File: config.mk
export PLATFORM = sky130hd
export DESIGN_NAME = ctks_score
export DESIGN_NICKNAME = d
export VERILOG_FILES = /design/src/ctks_pkg.sv /design/src/ctks_score.sv
export SDC_FILE = /design/constraint.sdc
export NUM_CORES = 2
export LEC_CHECK = 0
export ABC_CLOCK_PERIOD_IN_PS = 80900
export BUFFER_PORTS_ARGS = -buffer_cell sky130_fd_sc_hd__buf_2
export CORE_ASPECT_RATIO = 0.7
export CORE_MARGIN = 2
export CORE_UTILIZATION = 40
export DETAILED_ROUTE_END_ITERATION = 10
export GPL_ROUTABILITY_DRIVEN = 0
export GPL_TIMING_DRIVEN = 0
export PLACE_DENSITY = 0.56
export SLEW_MARGIN = 5
export SYNTH_ARGS = -nofsm -noshare
export SYNTH_HDL_FRONTEND = slang
export SYNTH_SLANG_ARGS = --single-unit
export TNS_END_PERCENT = 50
File: constraint.sdc
create_clock -name clk -period 80.9 [get_ports clk]
set_input_delay 4.045 -clock clk [delete_from_list [all_inputs] [get_ports clk]]
set_output_delay 4.045 -clock clk [all_outputs]
set_load 0.01 [all_outputs]
File: src/ctks_pkg.sv
// ----------------------------------------------------------------------------
// ctks_pkg
// Shared constants and types for the top-k cosine similarity search block.
// ----------------------------------------------------------------------------
package ctks_pkg;

  localparam int DIM_MAX_DEF     = 1024;
  localparam int VECTORS_MAX_DEF = 65536;
  localparam int K_MAX_DEF       = 16;

  localparam int SCORE_W   = 16;
  localparam int IDX_W     = 16;
  localparam int ELEM_W    = 16;
  localparam int TOPCNT_W  = 5;
  localparam int VLEN_W    = 11;
  localparam int CFG_W     = 11;
  localparam int CFG_IDX_W = 1;

  localparam logic [CFG_IDX_W-1:0] CFG_TOP_COUNT     = 1'b0;
  localparam logic [CFG_IDX_W-1:0] CFG_VECTOR_LENGTH = 1'b1;

  localparam logic KIND_QUERY    = 1'b0;
  localparam logic KIND_DATABASE = 1'b1;

  typedef struct packed {
    logic ins;
    logic shift;
  } ctks_ctl_t;

endpackage

File: src/ctks_score.sv
// ----------------------------------------------------------------------------
// ctks_score
// Multi-cycle cosine score: shift-add products, then bit-serial root search.
// ----------------------------------------------------------------------------
module ctks_score import ctks_pkg::*; #(
  parameter int NW = 41
) (
  input  logic                      clk,
  input  logic                      rst_n,
  input  logic                      start_i,
  input  logic signed [NW:0]        dot_i,
  input  logic [NW-1:0]             qn_i,
  input  logic [NW-1:0]             dn_i,
  output logic                      done_o,
  output logic signed [SCORE_W-1:0] score_o
);

  localparam int PW   = 2 * NW;
  localparam int CW   = 2 * NW + 34;
  localparam int CNTW = $clog2(NW + 1);
  localparam int BW   = $clog2(SCORE_W);

  localparam logic [1:0] SC_IDLE = 2'd0;
  localparam logic [1:0] SC_MUL  = 2'd1;
  localparam logic [1:0] SC_ADD  = 2'd2;
  localparam logic [1:0] SC_CMP  = 2'd3;

  logic [1:0]         st_r;
  logic [CNTW-1:0]    cnt_r;
  logic [BW-1:0]      bit_r;
  logic [PW-1:0]      dn_a_r, mag_a_r, p_r, r_r;
  logic [NW-1:0]      qn_b_r, mag_b_r;
  logic [CW-1:0]      s_r, u_r, pb_r, cand_r;
  logic [SCORE_W-1:0] m_r;
  logic               zero_r, neg_r, done_r;
  logic signed [SCORE_W-1:0] score_r;

  logic [PW-1:0]      p_add, r_add;
  logic [CW-1:0]      rsh, u_up;
  logic               fit;
  logic [SCORE_W-1:0] m_n;
  logic signed [SCORE_W:0] m_ext;
  logic [NW:0]        dot_neg;

  assign dot_neg = -dot_i;
  assign p_add   = qn_b_r[0] ? p_r + dn_a_r : p_r;
  assign r_add   = mag_b_r[0] ? r_r + mag_a_r : r_r;
  assign rsh     = CW'(r_r) << 30;
  assign fit     = cand_r <= rsh;
  assign u_up    = fit ? u_r + (pb_r << 1) : u_r;

  always_comb begin
    m_n = m_r;
    if (fit) begin
      m_n[bit_r] = 1'b1;
    end
  end

  assign m_ext = {1'b0, m_n};

  always_ff @(posedge clk) begin
    if (!rst_n) begin
      st_r   <= SC_IDLE;
      done_r <= 1'b0;
    end else begin
      done_r <= 1'b0;
      unique case (st_r)
        SC_IDLE: begin
          if (start_i) begin
            st_r    <= SC_MUL;
            cnt_r   <= '0;
            p_r     <= '0;
            r_r     <= '0;
            dn_a_r  <= PW'(dn_i);
            qn_b_r  <= qn_i;
            mag_a_r <= dot_i[NW] ? PW'(dot_neg[NW-1:0]) : PW'(dot_i[NW-1:0]);
            mag_b_r <= dot_i[NW] ? dot_neg[NW-1:0] : dot_i[NW-1:0];
            neg_r   <= dot_i[NW];
            zero_r  <= (qn_i == '0) || (dn_i == '0);
          end
        end
        SC_MUL: begin
          p_r     <= p_add;
          r_r     <= r_add;
          dn_a_r  <= dn_a_r << 1;
          mag_a_r <= mag_a_r << 1;
          qn_b_r  <= qn_b_r >> 1;
          mag_b_r <= mag_b_r >> 1;
          cnt_r   <= cnt_r + 1'b1;
          if (cnt_r == CNTW'(NW - 1)) begin
            st_r  <= SC_ADD;
            s_r   <= '0;
            u_r   <= '0;
            pb_r  <= CW'(p_add) << (2 * (SCORE_W - 1));
            m_r   <= '0;
            bit_r <= BW'(SCORE_W - 1);
          end
        end
        SC_ADD: begin
          cand_r <= s_r + u_r + pb_r;
          st_r   <= SC_CMP;
        end
        SC_CMP: begin
          if (fit) begin
            s_r <= cand_r;
          end
          m_r  <= m_n;
          u_r  <= u_up >> 1;
          pb_r <= pb_r >> 2;
          if (bit_r == '0) begin
            st_r   <= SC_IDLE;
            done_r <= 1'b1;
            if (zero_r) begin
              score_r <= '0;
            end else if (neg_r) begin
              // root at or above one saturates to minus one
              if (m_n[SCORE_W-1]) begin
                score_r <= {1'b1, {(SCORE_W-1){1'b0}}};
              end else begin
                score_r <= SCORE_W'(-m_ext);
              end
            end else if (m_n[SCORE_W-1]) begin
              score_r <= {1'b0, {(SCORE_W-1){1'b1}}};
            end else begin
              score_r <= m_n;
            end
          end else begin
            bit_r <= bit_r - 1'b1;
            st_r  <= SC_ADD;
          end
        end
        default: st_r <= SC_IDLE;
      endcase
    end
  end

  assign done_o  = done_r;
  assign score_o = score_r;

endmodule

== After elaboration in Yosys (flattened, before gate mapping) ==
Index checks and enable logic that the tools add are counted.
Word-level totals
  flip-flop bits (word level): 921
  word-level logic and storage cells: 98
  output and inout bits: 17
  input port bits: 127
Cells by class
  bitwise logic cells: 1
  reductions and logical operators: 18
  multiplexer cells: 40
  $add $sub $neg: 9
  order comparisons: 3
  eq/ne operators: 9
Operator list (count)
  116-bit case mux with 2 select lines: 3
  82-bit case mux with 2 select lines: 4
  116-bit two-way mux: 4
  82-bit two-way mux: 5
  116-bit adder: 3
  82-bit adder: 2
  41-bit two-way mux: 4
  41-bit case mux with 2 select lines: 2
  116-bit by 112-bit less-or-equal comparator with 1-bit output: 1
  41-bit zero test: 2
  16-bit two-way mux: 4
  41-bit negation: 1
  16-bit case mux with 2 select lines: 1
  16-bit negation: 1
  16-bit bitwise OR: 1
  15-bit two-way mux: 1
  6-bit case mux with 2 select lines: 1
  3-bit AND reduction: 4
  4-bit AND reduction: 3
  2-bit inequality test (second input constant): 5
  4-bit two-way mux: 2
  2-bit case mux with 4 select lines: 1
  4-bit case mux with 2 select lines: 1
  6-bit by 1-bit adder with 6-bit output (second input constant): 1
  16 further kinds: 23

== Depth between registers and ports, before layout ==
  depth after elaboration: 9
  depth in mapped cells: 18

== Worst setup path after synthesis ==
Ideal clock, no wire load.
  path kind: input -> register
  from: input port start_i
  to: register r_r[0], enable pin
  path buffers: 0
  slack: 45215 ps
  setup time: 647 ps
  arrival: 35038 ps
  stages on the path: 3
  cell sequence: nor2_1 > nor3b_1 > a21boi_0
Between the ends
  longest elaborated chain between the ends: 2
RTL lines
  start: declaration: RTL line ctks_score.sv:10  | input logic start_i,
  2-bit inequality test (no line)
  4-bit AND reduction (no line)
  end signal: assignment: RTL line ctks_score.sv:84  | r_r <= r_add;
  end: declaration: RTL line ctks_score.sv:31  | logic [PW-1:0] dn_a_r, mag_a_r, p_r, r_r;
No other way between the ends.
A chain may end at the register's enable or synchronous reset.

== Worst setup path after layout ==
  from: register u_r[1]
  to: register cand_r[115], data pin
Between the ends
  longest elaborated chain between the ends: 2
RTL lines
  start: declaration: RTL line ctks_score.sv:33  | logic [CW-1:0] s_r, u_r, pb_r, cand_r;
  start signal: assignment: RTL line ctks_score.sv:108  | u_r <= u_up >> 1;
  116-bit adder (2 in a row): RTL line ctks_score.sv:100  | cand_r <= s_r + u_r + pb_r;
  end signal: assignment: RTL line ctks_score.sv:100
  end: declaration: RTL line ctks_score.sv:33
No other way between the ends.

==> key figures <==
CTS
  • CTS Hold Bufs: 0
  • Root Driver: clkbuf_16
  • Bufs on Longest Clock Path: 3
  • Post-CTS Resized: 0
  • Worst-path clk slew: 0.06 ns
  • Skew-Pair Late Insertion Delay: 0.75 ns
  • # Post-CTS Setup Buffers: 0
  • CTS Sinks: 916
  • Num CTS Buffers: 99
  • H-Tree Depth: 3
  • CTS tree: built

Timing
  • Max Clock Freq: 135 MHz
  • Final hold vios: 0
  • Endpoints failing setup: 0
  • Rel. slew slack: -6.61%
  • Setup TNS: 0 ns
  • Minimum clock period: 7.38 ns
  • Tcrit/Tclk final: 9.13%
  • Slew @ Worst Pin: 1.59 ns
  • Unrepaired setup endpoints after global routing: no
  • Fin Clk Skew: 0.0457 ns
  • Final Max Tran Viols: 6
  • Minimum hold slack: 0.507 ns

Pwr
  • Sw Ratio: 28.5%
  • Largest vdd supply drop: 0.0192 mV
  • Leak: 29.6 nW
  • Clock power frac: 38.3%
  • Combinational group share of total power: 17.0%
  • Internal: 0.891 mW
  • Flop pwr share: 44.7%
  • Switching pwr: 0.355 mW
  • Total Power: 1.25 mW
  • Pwr dens: 17.2 nW/um^2

Flow run
  • Max Cap Violations: 2

Setup path
  • Arr. time, crit path: 7.85 ns
  • Crit-path cells: fa_1, ha_1, inv_1, fa_1, nand2b_1, a21oi_1, o211ai_1, a2111oi_1, nor3_2, o31ai_1, a21oi_1, o21ai_0, a21boi_0, nor3_1, o22ai_1, xnor2_1
  • Max stage delay on crit path: 1.05 ns
  • CP top delay family: compound AO/OA/AOI/OAI gates
  • Buf+Inv Stages, Crit Path: 1
  • CP Launch Type: register
  • Crit Path Class: reg -> reg
  • Worst Path Required: 81.37 ns
  • CP endpoint kind: register
  • Crit-path slowest cell: a2111oi_1
  • Worst-path fanout max: 4

Synthesis
  • Mapped Cells: 6758
  • Share of the synthesized area in the top cell type: 42.0%
  • Syn nets: 7482
  • Prevailing post-synth register cell: edfxtp_1
  • Asr flop ratio synth: 0%
  • Register bit total from synthesis: 916
  • Yosys cell types: 100
  • Cell accounting for the most synthesized area: edfxtp_1
  • Post-synthesis sequential area ratio: 42.1%
  • Syn_area_per_cell: 9.66 sq um
  • Largest cells by area after synthesis: edfxtp_1, ha_1, a21oi_1, nand2_1, fa_1
  • Top-count cell post-synth: edfxtp_1
  • Synthesis Warnings: 0
  • Synth cell count leaders: edfxtp_1, nand2_1, a21oi_1
  • Synthesized area: 65300 sq um
  • Number of flops mapped to enable cells by yosys: 913

Detailed routing
  • Initial DRC count: 6784
  • Post-DRT Antenna Nets: 0
  • WL/cell: 23.7 um
  • TritonRoute pass-1 iters: 8
  • Routed wire length: 219000 um
  • Routed vias: 54900
  • Drt via density: 5.92
  • Residual DRC: 0

Global routing
  • Met2 GRT Util: 34.2%
  • Global Route met1 Usage: 40.9%
  • First-pass GRT wire length: 326000 um
  • Total track usage: 25.8%
  • Vias in the first global route: 50500
  • GRT busiest layer: met1
  • Remaining Overflow, GRT: 0
  • Initial antenna violation count: 9
  • M3 GR Usage: 6.49%
  • Largest net degree at the start of global routing: 106

Finish
  • Share of layout cells above drive strength 1: 6.48%
  • Fill cell count: 15600
  • NumNets Final: 7775
  • Area Growth Syn to Fin: 11.2%
  • Layout Utilization: 45.0%

Floorplanning
  • Die Span X: 487 um
  • Die height: 342 um
  • # rows: 123
  • Ports: 144
  • Core Footprint: 161000 sq um
  • Die ar.: 166000 sq um
  • Starting Density: 40.5%

Outcome
  • Outcome: complete, but fails checks
  • Violated checks: max-capacitance violations, max-slew violations

Hold path
  • Worst Hold Class: reg -> reg

Placement
  • Dpl hpwl: 174000 um
  • Buffers added on ports: 143
[flip-flops by register name (all words and copies together), names as in the netlist, 2 cells and up]
register	flops
bit_r	4
cand_r	116
cnt_r	6
dn_a_r	82
m_r	16
mag_a_r	82
mag_b_r	41
p_r	82
pb_r	112
qn_b_r	41
r_r	82
s_r	116
score_o	16
st_r	2
u_r	115
[cells in the final DEF (no fill, tap or decap), types with 18 or more instances in the layout]
master     Yosys  layout
clkinv_2       0      19
o21ai_0      304     304
nor2b_1       66      66
nand2_1      826     826
buf_2         35     179
buf_4          4      29
clkbuf_16      0     101
nor3_1        74      72
nor2_1       539     538
and2_1       119     119
a211oi_1      56      56
or3_1         26      26
and3_1       198     198
edfxtp_1     913     913
a21o_1       289     289
nand3_1      119     119
clkbuf_1     297     314
a21oi_1      675     675
nand2b_1      70      70
nand4_1      173     173
xnor2_1      211     211
fa_1         116     116
o21bai_1      79      79
o21a_1        98      98
inv_1        206     205
a31oi_1       61      61
mux2i_1       65      65
o31ai_1       34      33
o41ai_1       19      19
ha_1         481     481
or4_1         18      18
nor4_1        52      52
a21boi_0      21      20
o211ai_1      31      31
xor2_1       163     163
[worst register-to-register path: stages, from the launching register on]
cell and delay (ns):
edfxtp_1 0.46, fa_1 0.54, ha_1 0.21, inv_1 0.07, fa_1 0.41, nand2b_1 0.18, a21oi_1 0.28, o211ai_1 0.34
a2111oi_1 1.05, nor3_2 0.36, o31ai_1 0.72, a21oi_1 0.53, o21ai_0 0.80, a21boi_0 0.35, nor3_1 0.51, o22ai_1 0.18
xnor2_1 0.16
[path summary, 6_finish.rpt]
path                                            from                    end  slack [ns]  cells after the start
worst max-delay path            u_r[1]$_SDFFCE_PN0P_  cand_r[115]$_DFFE_PP_       73.52                     16
worst min-delay path             qn_b_r[3]$_DFFE_PP_    qn_b_r[2]$_DFFE_PP_        0.51                      2
worst max register to register  u_r[1]$_SDFFCE_PN0P_  cand_r[115]$_DFFE_PP_       73.52                     16
worst min register to register   qn_b_r[3]$_DFFE_PP_    qn_b_r[2]$_DFFE_PP_        0.51                      2
[per-layer routing]
metal | share of wire [%] | wire length [um]
met5 | 0.017 | 38
met4 | 2.4 | 5220
met2 | 38 | 84300
met3 | 11 | 23200
met1 | 49 | 107000
[metrics by stage]
stage	worst slack, ns	instance area [sq um]	std cells
final	73.52	72600	9266
after global routing	73.36	72600	9259
after CTS	73.55	72600	9259
after global placement	27.35	68600	9026
after detailed placement	73.25	69300	9075
after floorplan	45.21	65300	6758
[power groups by stage]
stage	clock, mW	combinational [mW]	sequential, mW
6_report	0.477	0.212	0.557
5_1_grt	0.500	0.235	0.558
4_1_cts	0.484	0.209	0.557
3_5_place_dp	0	0.208	0.567
3_3_place_gp	0	0.202	0.582
2_1_floorplan	0	0.144	0.571
[layout make-up]
class / count / area, sq um / area share (%)
inverters: 206 / 781 / 1.08
repair buffers: 192 / 1320 / 1.82
plain buffers: 352 / 1410 / 1.94
well taps: 2125 / 2660 / 3.66
clock inverters: 56 / 621 / 0.855
diodes: 7 / 17.5 / 0.0241
multi-input cells: 5284 / 35700 / 49.1
flip-flops and latches: 916 / 27500 / 37.9
clock buffers: 128 / 2640 / 3.64
[cells by family (layout without fill, tap and decap cells)]
group	after synthesis	in the layout	share of synthesized area, %
other cells	0	7	0
mux	68	68	1.05
compound gates	1888	1888	18.4
buf+inv	558	934	3.32
flops	916	916	42.1
fa+ha+maj	597	597	12.8
simple gates	2357	2357	17.3
xor+xnor	374	374	5.02
Note: power is estimated with default switching activity, not from simulation.
