**src/ctks_pkg.sv**
```systemverilog
// ----------------------------------------------------------------------------
// ctks_pkg
// Shared constants and types for the top-k cosine similarity search block.
// ----------------------------------------------------------------------------
package ctks_pkg;

  localparam int DIM_MAX_DEF     = 1024;
  localparam int VECTORS_MAX_DEF = 65536;
  localparam int K_MAX_DEF       = 16;

  localparam int SCORE_W   = 16;
  localparam int IDX_W     = 16;
  localparam int ELEM_W    = 16;
  localparam int TOPCNT_W  = 5;
  localparam int VLEN_W    = 11;
  localparam int CFG_W     = 11;
  localparam int CFG_IDX_W = 1;

  localparam logic [CFG_IDX_W-1:0] CFG_TOP_COUNT     = 1'b0;
  localparam logic [CFG_IDX_W-1:0] CFG_VECTOR_LENGTH = 1'b1;

  localparam logic KIND_QUERY    = 1'b0;
  localparam logic KIND_DATABASE = 1'b1;

  typedef struct packed {
    logic ins;
    logic shift;
  } ctks_ctl_t;

endpackage

```
**src/ctks_cell.sv**
```systemverilog
// ----------------------------------------------------------------------------
// ctks_cell
// One slot of the sorted best-score list; inserts or shifts with its neighbors.
// ----------------------------------------------------------------------------
module ctks_cell import ctks_pkg::*; (
  input  logic                      clk,
  input  ctks_ctl_t                 ctl,
  input  logic                      occ,
  input  logic signed [SCORE_W-1:0] new_score,
  input  logic [IDX_W-1:0]          new_index,
  input  logic signed [SCORE_W-1:0] prev_score,
  input  logic [IDX_W-1:0]          prev_index,
  input  logic                      prev_ge,
  input  logic signed [SCORE_W-1:0] next_score,
  input  logic [IDX_W-1:0]          next_index,
  output logic signed [SCORE_W-1:0] score_o,
  output logic [IDX_W-1:0]          index_o,
  output logic                      ge_o
);

  logic signed [SCORE_W-1:0] score_r;
  logic [IDX_W-1:0]          index_r;

  assign ge_o    = occ && (score_r >= new_score);
  assign score_o = score_r;
  assign index_o = index_r;

  always_ff @(posedge clk) begin
    if (ctl.shift) begin
      score_r <= next_score;
      index_r <= next_index;
    end else if (ctl.ins && !ge_o) begin
      if (prev_ge) begin
        score_r <= new_score;
        index_r <= new_index;
      end else begin
        score_r <= prev_score;
        index_r <= prev_index;
      end
    end
  end

endmodule

```
**config.mk**
```make
export PLATFORM = sky130hd
export DESIGN_NAME = ctks_cell
export DESIGN_NICKNAME = d
export VERILOG_FILES = /design/src/ctks_pkg.sv /design/src/ctks_cell.sv
export SDC_FILE = /design/constraint.sdc
export NUM_CORES = 1
export LEC_CHECK = 0
export BUFFER_PORTS_ARGS = -buffer_cell sky130_fd_sc_hd__buf_2
export CORE_MARGIN = 2
export CORE_UTILIZATION = 35
export DETAILED_ROUTE_END_ITERATION = 7
export HOLD_SLACK_MARGIN = 0.06
export PLACE_DENSITY = 0.72
export SYNTH_ARGS = -nofsm -noshare
export SYNTH_HDL_FRONTEND = slang
export SYNTH_SLANG_ARGS = --single-unit
export TNS_END_PERCENT = 5
```
**constraint.sdc**
```tcl
create_clock -name clk -period 15.52 [get_ports clk]
set_input_delay 3.104 -clock clk [delete_from_list [all_inputs] [get_ports clk]]
set_output_delay 3.104 -clock clk [all_outputs]
set_load 0.02 [all_outputs]
```
-- After elaboration in Yosys (flattened, before gate mapping)
Cells that the tools add are included.
- $lt $le $gt $ge: 1
- reductions and logical operators: 4
- mux-type cells: 6
- operators by type and width (operator ; number):
    $mux W16 ; 6
    $ge A16 B16 Y1 ; 1
    $logic_and A1 B1 Y1 ; 2
    $reduce_bool A2 Y1 ; 1
    $logic_not A1 Y1 ; 1
- register bits: 32
- output and inout port bits: 33

-- Longest topological paths before layout
Gate-level depths: netlist of run 1.
- word-level depth: 6
- gate-level depth with buffers: 7
- depth with buffers taken out: 7

-- Least setup slack after synthesis of run 1
OpenSTA, ideal clock, no wires.
- kind: input -> output
- start point: input port new_score[15]
- end point: output port ge_o
- buffers on the path: 0
- data arrival time: 4.502 ns
- data required time: 12.416 ns
- slack: 7.914 ns
- cell stages on the path: 7
- cell sequence: inv_1 > ha_1 > nand4_2 > nor2_1 > a21o_1 > or2_1 > a211oi_2
- longest elaborated chain between the ends: 2
- ends and longest elaborated chain (what ; line ; source):
    start: declaration ; ctks_cell.sv:9 ; input logic signed [SCORE_W-1:0] new_score,
    $ge A16 B16 Y1 ; ctks_cell.sv:24 ; assign ge_o = occ && (score_r >= new_score);
    $logic_and A1 B1 Y1 ; ctks_cell.sv:24 ;
    end: declaration ; ctks_cell.sv:18 ; output logic ge_o
No other way between the ends.

-- Worst setup path after layout of run 1
Ends and elaborated chain as after synthesis.

==> impl_summary.txt, run 1 <==
----------------------------------------------------
[Run status]
  Run status ... completed

[Pwr]
  Part of the power in combinational logic ... 29.4%
  Switching power as a share of total power ... 30.6%
  Relative contribution of the clock network to total power ... between 20% and 30%
  Pleak ... between 1.5 and 2 nW
  Net switching power ... 0.0837 mW
  Reg power frac ... 41.7%
  Internal power of the cells ... 0.190 mW
  Overall Power ... 0.274 mW
  Worst IR Drop VDD ... 0.0431 mV
  Power Dens Cells ... 92.4 nW/um2

[Die]
  IO Count ... 134
  Die area ... 6660 um2
  Initial core utilization ... 35.8%
  Y dimension of the die ... 81.6 um
  Core box area ... between 5000 and 6000 um2
  Die outline width ... 81.6 um
  # rows ... 28

[STA]
  Setup Viol. Count Final ... 0
  Worst-Margin Slew ... 0.987 ns
  Number of endpoints with negative hold slack in the final report ... 0
  Min Tclk post-route ... 7.90 ns
  Setup TNS ... 0 ns
  Peak Freq ... about 130 MHz
  RSZ-0062 raised after global routing ... false
  Remaining max-slew budget at the tightest pin ... 34.2%
  Post-route clock period utilization ... 50.9%
  Total count of max-transition violations in the final report ... 0
  Setup skew after layout ... a little over 0.005 ns
  Fin worst setup slack ... 7.62 ns

[Clock tree]
  Htree depth ... 2
  TritonCTS buffer count ... 5
  Clock transition at the registers of the reported paths ... 0.07 ns
  Clock Sinks ... 32
  Cts-stage hold buffer count ... 0
  Clock latency at the later pin of the worst-skew pair ... 0.28 ns
  Number of setup buffers added after CTS ... 0
  Resized cells post-CTS ... 0
  Buffers from clock root to sink, at most ... 2
  CTS tree ... yes
  Clock tree root buffer cell ... sky130_fd_sc_hd__clkbuf_8

[Route]
  Antenna Nets Post-Route ... 0
  Routed length on met1 ... 2090 um
  Total number of vias ... 1923
  Vias per inst ... roughly 4.7
  Initial DRT Pass Iterations ... 4
  Final routed DRC violation total ... 0
  Routed wire length on met3 ... roughly 400 um
  Length of routed met2 wiring ... 2560 um
  Detailed-route wire length per cell ... roughly 13 um
  DRT iter0 DRCs ... 68
  Aggregate routed wire length ... 5140 um
  Highest Signal Layer ... met4

[Cells and area]
  N_diodes ... 0
  Most frequent cells in the layout ... sky130_fd_sc_hd__buf_2, sky130_fd_sc_hd__nand2_1, sky130_fd_sc_hd__mux2i_1, sky130_fd_sc_hd__edfxtp_1, sky130_fd_sc_hd__o21ai_0
  Net count reported at finish ... 451
  Fraction of the core area covered by cells at the end of the flow ... 50.3%
  Share of cells above drive strength 1 ... 44.5%
  Layout overhead on the synthesized area ... 40.3%
  Most common cell after layout, fill and taps aside ... sky130_fd_sc_hd__buf_2
  Area occupied by multi-input gates ... around 1100 um2
  Non-Filler Cell Area, Final ... 2960 um2
  Fillcell total ... 591
  Sequential cell area ... 961 um2

[Logic synthesis]
  Synth Cell Area ... around 2100 um2
  Proportion of netlist area held by the largest area contributor ... 45.6%
  Number of warning messages in the yosys log ... 0
  Yosys reg bits ... 32
  Nets in the synthesized netlist ... around 320
  Main area contributors after synthesis ... sky130_fd_sc_hd__edfxtp_1, sky130_fd_sc_hd__mux2i_1, sky130_fd_sc_hd__ha_1
  Most area-hungry cell type in the Yosys netlist ... sky130_fd_sc_hd__edfxtp_1
  Part of the Yosys area used for sequential elements ... 45.6%
  Synth cell types ... 26
  Mean instance size in the synthesized netlist ... 10.3 um2
  Synth Instances ... 204

[Worst hold path]
  Endpoint with the worst hold slack ... index_o[6]$_DFFE_PP_
  Hold crit path type ... reg -> reg
  Hold wc startpoint ... score_o[15]$_DFFE_PP_
  Hold Path Depth ... 3

[Placed design]
  Place WS ... between 7 and 8 ns
  Post-place instance area ... around 2800 um2
  Count of input and output buffers ... 133
  HPWL Detailed ... approximately 4000 um
  Final RePlAce weighted congestion ... 0.735

[Setup path]
  Worst Path Arrival ... 4.79 ns
  Nature of the critical path startpoint ... input pin
  CP required ... 12.42 ns
  Beginning of the worst register-to-register path ... score_o[15]$_DFFE_PP_
  Worst reg2reg path depth ... 7
  Flop-to-flop setup slack ... 12.68 ns
  Endpoint type of the worst setup path ... output pin
  End of the worst register-to-register path ... score_o[2]$_DFFE_PP_
  CP Max Fanout ... 6
  Type of the setup path with the least slack ... in -> out

[Global route]
  Vias in the first global route ... 1861
  Wire length of the first global-routing pass ... 8040 um
  Maximum number of pins on one net before global-route repair ... 66
  All-layer global routing usage ... 15.9%
  Initial antenna violation count ... 0
  GRT Residual Overflow ... 0

[Flow run]
  Number of violations of the max-capacitance limit ... 0

----------------------------------------------------
==> power groups by stage <==
| stage | clock network [mW] | registers, mW | logic [mW] |
|---|---|---|---|
| floorplan | 0 | 0.131 | 0.0338 |
| finish | 0.0792 | 0.114 | 0.0803 |
| global placement | 0 | 0.115 | 0.0799 |
| CTS | 0.0809 | 0.114 | 0.0817 |
| detailed placement | 0 | 0.116 | 0.0813 |
| global route | 0.0849 | 0.116 | 0.0897 |
==> worst max-delay path: stages <==
cell,delay (ns)
sky130_fd_sc_hd__buf_2,0.10
sky130_fd_sc_hd__inv_1,0.04
sky130_fd_sc_hd__ha_1,0.36
sky130_fd_sc_hd__nand4_2,0.19
sky130_fd_sc_hd__nor2_1,0.07
sky130_fd_sc_hd__a21o_1,0.18
sky130_fd_sc_hd__or2_1,0.29
sky130_fd_sc_hd__a211oi_2,0.27
sky130_fd_sc_hd__buf_2,0.20
==> flip-flops by register name (all words and copies together) (netlist names) <==
register,flops
score_o,16
index_o,16
==> per-stage QoR <==
stage	hold slack [ns]	cells
3_3_place_gp	1.23	402
6_report	1.23	410
4_1_cts	1.25	410
3_5_place_dp	1.23	402
2_1_floorplan	2.00	204
5_1_grt	1.36	410
==> per-layer routing <==
metal / up-vias / track usage (%)
met4: 0 / 6.00
met1: 840 / 17.1
li1: 998 / -
met5: - / 0
met2: 76 / 29.2
met3: 9 / 4.73
==> cell families (layout without fill, tap and decap cells) <==
family,count (synthesis),after routing,synth area share (%)
DFF,32,32,45.6
adders and majority gates,16,16,9.49
AOI/OAI and AO/OA,49,49,14.0
buffers and inverters,29,160,5.34
and+or+nand+nor,46,46,10.4
muxes,32,32,15.2
==> layout make-up <==
class / instances / share of cell area, %
clock buffer: 5 / 2.32
timing repair buffer: 134 / 22.7
inverter: 18 / 2.28
multi-input combinational: 143 / 35.6
tap: 75 / 3.17
clock inverter: 3 / 1.44
sequential: 32 / 32.5
==> cell usage after synthesis, drive strengths merged <==
library cell	count
a2111oi	1
a211oi	1
a21o	2
a21oi	8
buf	3
clkbuf	8
edfxtp	32
ha	16
inv	18
mux2i	32
nand2	34
nand3	1
nand3b	1
nand4	4
nor2	1
nor2b	1
nor4	2
o211ai	1
o21ai	34
o311ai	2
or2	1
or2b	1
==> worst max path at each step <==
stage	startpoint	depth (start not counted)	to	slack [ns]
after detailed placement	new_score[15]	9	ge_o	7.62
final	new_score[15]	9	ge_o	7.62
after global placement	new_score[15]	9	ge_o	7.68
after floorplan	new_score[15]	7	ge_o	7.91
after CTS	new_score[15]	9	ge_o	7.61
after global routing	new_score[15]	9	ge_o	7.45
Note: power is estimated with default switching activity, not from simulation.
==> run 2, diff against run 1 <==
ABC_AREA = 1   (was unset)
clock period = 8.2 ns   (was 15.52 ns; I/O delays follow)
==> run 2 against run 1 <==
Effect of this change:
- worst hold slack improved by 0.085 ns
- critical path depth up 4
- cell count increased by 13%
- utilization decreased by 0.36 points
- count of clock-buffer cells in the layout is 1 higher
- global-route usage is 0.42 points higher
- first-iteration DRC count increased by 18%
- die area fell by 0.45%
- register-to-register slack worse by 6.8 ns
- area after synthesis shrank 0.47%
- total power increased by 81%
- highest routed layer unchanged
==> impl_summary.txt, run 2 <==
----------------------------------------------------
[Die]
  Die outline width ... 81.5 um
  Y dimension of the die ... 81.5 um
  # rows ... 28
  Die area ... 6630 um2
  Core box area ... 5850 um2
  Initial core utilization ... between 30% and 40%
  IO Count ... approximately 130

[Cells and area]
  Layout overhead on the synthesized area ... 39.2%
  Net count reported at finish ... 505
  N_diodes ... 0
  Most frequent cells in the layout ... sky130_fd_sc_hd__buf_2, sky130_fd_sc_hd__nand2_1, sky130_fd_sc_hd__a21oi_1
  Fin cells ... around 460
  Fillcell total ... 576
  Non-Filler Cell Area, Final ... about 2900 um2
  Share of cells above drive strength 1 ... between 30 and 40%
  Most common cell after layout, fill and taps aside ... sky130_fd_sc_hd__buf_2

[STA]
  Peak Freq ... around 210 MHz
  Setup skew after layout ... ~0.0075 ns
  Remaining max-slew budget at the tightest pin ... 43.1%
  Post-route clock period utilization ... 57.4%
  Setup TNS ... 0 ns
  Total count of max-transition violations in the final report ... 0
  Number of endpoints with negative hold slack in the final report ... 0
  Worst-Margin Slew ... roughly 0.85 ns
  Setup Viol. Count Final ... 0
  RSZ-0062 raised after global routing ... false
  Min Tclk post-route ... about 4.7 ns

[Clock tree]
  Clock transition at the registers of the reported paths ... roughly 0.07 ns
  Htree depth ... 2
  Clock Sinks ... 32
  Clock latency at the later pin of the worst-skew pair ... a little under 0.3 ns
  CTS tree ... yes
  Cts-stage hold buffer count ... 0
  Buffers from clock root to sink, at most ... 2
  Number of setup buffers added after CTS ... 0
  Resized cells post-CTS ... 0
  Clock tree root buffer cell ... sky130_fd_sc_hd__clkbuf_8
  TritonCTS buffer count ... 5

[Logic synthesis]
  Library cell with the highest instance count after synthesis ... sky130_fd_sc_hd__nand2_1
  Commonest cells in the synthesized netlist ... sky130_fd_sc_hd__nand2_1, sky130_fd_sc_hd__a21oi_1, sky130_fd_sc_hd__edfxtp_1
  Synth cell types ... 18
  Proportion of netlist area held by the largest area contributor ... about 46%
  Synth Instances ... 260
  Part of the Yosys area used for sequential elements ... 45.8%
  Yosys reg bits ... 32
  Most area-hungry cell type in the Yosys netlist ... sky130_fd_sc_hd__edfxtp_1
  Main area contributors after synthesis ... sky130_fd_sc_hd__edfxtp_1, sky130_fd_sc_hd__nand2_1, sky130_fd_sc_hd__a21oi_1
  Number of warning messages in the yosys log ... 0
  Mean instance size in the synthesized netlist ... 8.08 um2
  Predominant post-synthesis flop cell ... sky130_fd_sc_hd__edfxtp_1
  Async SR Flop Fraction ... 0%
  Synth Cell Area ... 2100 um2
  Number of enable-type register cells in the synthesized netlist ... 32
  Nets in the synthesized netlist ... 377

[Global route]
  Initial antenna violation count ... 0
  Vias in the first global route ... 1886
  GRT Residual Overflow ... 0
  Maximum number of pins on one net before global-route repair ... 47
  All-layer global routing usage ... ~16%
  Wire length of the first global-routing pass ... about 8000 um

[Setup path]
  Nature of the critical path startpoint ... input pin
  CP required ... between 6 and 7 ns
  End of the worst register-to-register path ... score_o[13]$_DFFE_PP_
  Flop-to-flop setup slack ... 5.85 ns
  CP Max Fanout ... 4
  Worst Path Arrival ... slightly above 3 ns
  Type of the setup path with the least slack ... in -> out
  Beginning of the worst register-to-register path ... score_o[15]$_DFFE_PP_
  Worst reg2reg path depth ... 13
  Endpoint type of the worst setup path ... output pin

[Placed design]
  Final RePlAce weighted congestion ... 0.755
  HPWL Detailed ... 4070 um
  Count of input and output buffers ... 133
  Post-place instance area ... 2810 um2
  Placed cells ... 456

[Worst hold path]
  Hold wc startpoint ... score_o[1]$_DFFE_PP_
  Endpoint with the worst hold slack ... score_o[2]$_DFFE_PP_
  Hold crit path type ... reg -> reg
  Hold Path Depth ... 7

[Route]
  Final routed DRC violation total ... 0
  Antenna Nets Post-Route ... 0
  DRT iter0 DRCs ... 80
  Initial DRT Pass Iterations ... 6
  Total number of vias ... 2140
  Vias per inst ... 4.61
  Detailed-route wire length per cell ... 11.6 um
  Aggregate routed wire length ... about 5400 um

[Pwr]
  Power Dens Cells ... roughly 170 nW/um2
  Overall Power ... 0.495 mW
  Pleak ... 1.51 nW
  Worst IR Drop VDD ... roughly 0.07 mV

[Flow run]
  Number of violations of the max-capacitance limit ... 0

[Run status]
  Run status ... completed

----------------------------------------------------
## run 2: changes by cell type after synthesis, moves of 5 or more
cell	before	now
sky130_fd_sc_hd__mux2i_1	32	0
sky130_fd_sc_hd__o21ai_0	21	0
sky130_fd_sc_hd__inv_2	0	5
sky130_fd_sc_hd__nor2_1	1	19
sky130_fd_sc_hd__buf_1	0	5
sky130_fd_sc_hd__nand2_1	34	70
sky130_fd_sc_hd__inv_1	18	24
sky130_fd_sc_hd__a21oi_1	8	43
sky130_fd_sc_hd__o21ai_1	13	26
## run 2: routing by layer
layer  wire, um  vias to the layer above  global-route usage [%]
li1           -                     1121                       -
met1       2260                      935                    19.6
met2       2660                       80                    27.6
met3        419                        4                    4.73
met4         55                        0                    6.10
met5          0                        -                       0
## run 2: cells by family after synthesis
| group | after synthesis | synth area share [%] |
|---|---|---|
| compound gates | 69 | 16.4 |
| fa+ha+maj | 16 | 9.54 |
| buf+inv | 42 | 7.69 |
| flops | 32 | 45.8 |
| simple gates | 101 | 20.6 |
## run 2: worst max-delay path by stage
stage,startpoint,to
after floorplan,new_score[15],ge_o
after global routing,new_score[15],ge_o
after CTS,new_score[15],ge_o
final,new_score[15],ge_o
after global placement,new_score[15],ge_o
after detailed placement,new_score[15],ge_o
## run 2: worst max-delay path, stage by stage
cell and delay [ns]:
sky130_fd_sc_hd__buf_2 0.09, sky130_fd_sc_hd__inv_1 0.04, sky130_fd_sc_hd__ha_1 0.34, sky130_fd_sc_hd__nand2_2 0.12, sky130_fd_sc_hd__inv_1 0.04, sky130_fd_sc_hd__nand2_1 0.05, sky130_fd_sc_hd__nand2_1 0.04, sky130_fd_sc_hd__a21oi_1 0.19
sky130_fd_sc_hd__nand4_1 0.11, sky130_fd_sc_hd__nand3_1 0.11, sky130_fd_sc_hd__nand2_1 0.07, sky130_fd_sc_hd__inv_1 0.06, sky130_fd_sc_hd__buf_2 0.15
## run 2: power breakdown
part / internal (mW) / total, mW / switching (mW)
registers: 0.203 / 0.209 / 0.00632
logic: 0.0537 / 0.138 / 0.0839
clock network: 0.0901 / 0.148 / 0.0578
total: 0.347 / 0.495 / 0.148
## run 2: layout make-up
| type | count | area (um2) | share of cell area, % |
|---|---|---|---|
| flip-flops and latches | 32 | 961 | 32.9 |
| inverters | 29 | 109 | 3.73 |
| multi-input cells | 186 | 977 | 33.4 |
| clock inverters | 2 | 35.0 | 1.20 |
| repair buffers | 134 | 673 | 23.0 |
| clock buffers | 6 | 72.6 | 2.48 |
| well taps | 75 | 93.8 | 3.21 |
## run 2: stage by stage
step           util [%]  hold slack [ns]  setup WS [ns]
2_1_floorplan         -             1.77           3.79
3_3_place_gp       48.1             1.31           3.52
3_5_place_dp       48.1             1.32           3.50
4_1_cts            49.9             1.34           3.47
5_1_grt            49.9             1.44           3.29
6_report           49.9             1.31           3.50
==> run 3, diff against run 2 <==
PLACE_DENSITY = 0.75   (was 0.72)
clock period = 4.2 ns   (was 8.2 ns; I/O delays follow)
==> run 3 against run 2 <==
Effect of this change:
- register-to-register slack worse by 3.9 ns
- non-clock buffer count is 1 higher
- utilization increased by 0.11 points
- flip-flop and latch count unchanged
- first-iteration DRC count fell by 35%
- setup slack got worse by 2.4 ns
- design area is 0.21% higher
- clock power up 91%
- via count rose by 0.79%
- sequential power grew 95%
- critical path depth up 1
- cell count is 0.22% higher
==> impl_summary.txt, run 3 (same netlist as run 2, synthesis figures left out) <==
----------------------------------------------------
[STA]
  Remaining max-slew budget at the tightest pin ... 44.4%
  Setup skew after layout ... 0.00655 ns
  Setup Viol. Count Final ... 0
  Min Tclk post-route ... 3.11 ns
  Total count of max-transition violations in the final report ... 0
  Worst-Margin Slew ... approximately 0.83 ns
  Setup TNS ... 0 ns
  Post-route clock period utilization ... 73.9%
  Peak Freq ... 322 MHz
  RSZ-0062 raised after global routing ... false
  Number of endpoints with negative hold slack in the final report ... 0

[Cells and area]
  Fraction of the core area covered by cells at the end of the flow ... 50.0%
  Most frequent cells in the layout ... sky130_fd_sc_hd__buf_2, sky130_fd_sc_hd__nand2_1, sky130_fd_sc_hd__a21oi_1
  N_diodes ... 0
  Most common cell after layout, fill and taps aside ... sky130_fd_sc_hd__buf_2
  Net count reported at finish ... 506
  Non-Filler Cell Area, Final ... ~2900 um2
  Layout overhead on the synthesized area ... 39.5%
  Share of cells above drive strength 1 ... 39.5%

[Clock tree]
  Clock Sinks ... 32
  Cts-stage hold buffer count ... 0
  Clock latency at the later pin of the worst-skew pair ... 0.28 ns
  Buffers from clock root to sink, at most ... 2
  Number of setup buffers added after CTS ... 0
  TritonCTS buffer count ... 5
  Clock tree root buffer cell ... sky130_fd_sc_hd__clkbuf_8
  Htree depth ... 2
  Clock transition at the registers of the reported paths ... 0.06 ns
  Resized cells post-CTS ... 0
  CTS tree ... yes

[Run status]
  Run status ... completed

[Worst hold path]
  Hold crit path type ... in -> reg
  Hold wc startpoint ... next_score[11]
  Hold Path Depth ... 3
  Endpoint with the worst hold slack ... score_o[11]$_DFFE_PP_

[Setup path]
  CP Max Fanout ... 4
  Type of the setup path with the least slack ... in -> out
  End of the worst register-to-register path ... index_o[15]$_DFFE_PP_
  Worst reg2reg path depth ... 13
  CP required ... 3.36 ns
  Worst Path Arrival ... 2.27 ns
  Endpoint type of the worst setup path ... output pin
  Flop-to-flop setup slack ... 1.97 ns
  Beginning of the worst register-to-register path ... score_o[15]$_DFFE_PP_
  Nature of the critical path startpoint ... input pin

[Die]
  Die outline width ... approximately 81 um
  # rows ... 28
  Y dimension of the die ... 81.5 um
  IO Count ... 134
  Core box area ... 5850 um2
  Die area ... approximately 6600 um2
  Initial core utilization ... 35.9%

[Global route]
  Initial antenna violation count ... 0
  Wire length of the first global-routing pass ... 8020 um
  GRT Residual Overflow ... 0
  All-layer global routing usage ... 15.8%
  Maximum number of pins on one net before global-route repair ... 47
  Vias in the first global route ... between 1500 and 2000

[Pwr]
  Power Dens Cells ... 328 nW/um2
  Pleak ... 1.51 nW
  Worst IR Drop VDD ... 0.161 mV

[Route]
  Initial DRT Pass Iterations ... 4
  DRT iter0 DRCs ... 52
  Total number of vias ... 2157
  Detailed-route wire length per cell ... 12.0 um
  Final routed DRC violation total ... 0
  Vias per inst ... 4.64
  Aggregate routed wire length ... 5570 um
  Antenna Nets Post-Route ... 0

[Placed design]
  Final RePlAce weighted congestion ... between 0.7 and 0.8
  Post-place instance area ... 2820 um2
  Count of input and output buffers ... 133
  HPWL Detailed ... roughly 4300 um

[Flow run]
  Number of violations of the max-capacitance limit ... 0

----------------------------------------------------
-- run 3: cell types whose count changed in the layout (fill, tap and decap cells not counted), sizes merged --
cell and change:
clkbuf -1, buf +1, clkinv +1
-- run 3: where the power goes --
| part | switching (mW) | internal, mW |
|---|---|---|
| clock network | 0.110 | 0.173 |
| registers | 0.0124 | 0.396 |
| logic | 0.165 | 0.106 |
-- run 3: how the worst max path moves through the flow --
stage,start,endpoint,depth (start not counted)
final,new_score[15],ge_o,14
after floorplan,new_score[15],index_o[0]$_DFFE_PP_,13
after global placement,new_score[15],ge_o,13
after detailed placement,new_score[15],ge_o,13
after CTS,new_score[15],ge_o,13
after global routing,new_score[15],ge_o,14
-- run 3: critical path, stage by stage --
cell                      delay, ns
sky130_fd_sc_hd__buf_2         0.09
sky130_fd_sc_hd__inv_1         0.04
sky130_fd_sc_hd__ha_1          0.34
sky130_fd_sc_hd__nand2_2       0.12
sky130_fd_sc_hd__inv_1         0.04
sky130_fd_sc_hd__nand2_1       0.05
sky130_fd_sc_hd__nand2_1       0.04
sky130_fd_sc_hd__a21oi_1       0.20
sky130_fd_sc_hd__nand3_2       0.08
sky130_fd_sc_hd__nand2_1       0.07
sky130_fd_sc_hd__nand3_1       0.06
sky130_fd_sc_hd__nand2_1       0.09
sky130_fd_sc_hd__inv_1         0.05
sky130_fd_sc_hd__buf_2         0.15
-- run 3: layout make-up --
type                       count  area (um2)
clock buffer                   5        68.8
clock inverter                 3        37.5
fill                         585        2920
inverter                      29         109
multi-input combinational    186         977
sequential                    32         961
tap                           75        93.8
timing repair buffer         135         681
-- run 3: metal layers --
metal | part of all wire [%] | GRT usage (%)
met4 | 1.3 | 5.59
met3 | 6.9 | 4.40
met1 | 41 | 17.4
met5 | 0 | 0
met2 | 51 | 28.9
-- run 3: per-stage QoR --
step	power, mW	cells	hold slack, ns	setup WS [ns]
finish	0.961	465	0.844	1.09
global placement	0.682	457	1.13	1.13
global route	1.01	465	0.851	0.941
detailed placement	0.690	457	1.13	1.08
CTS	0.974	465	0.836	1.08
floorplan	0.581	260	1.03	1.23
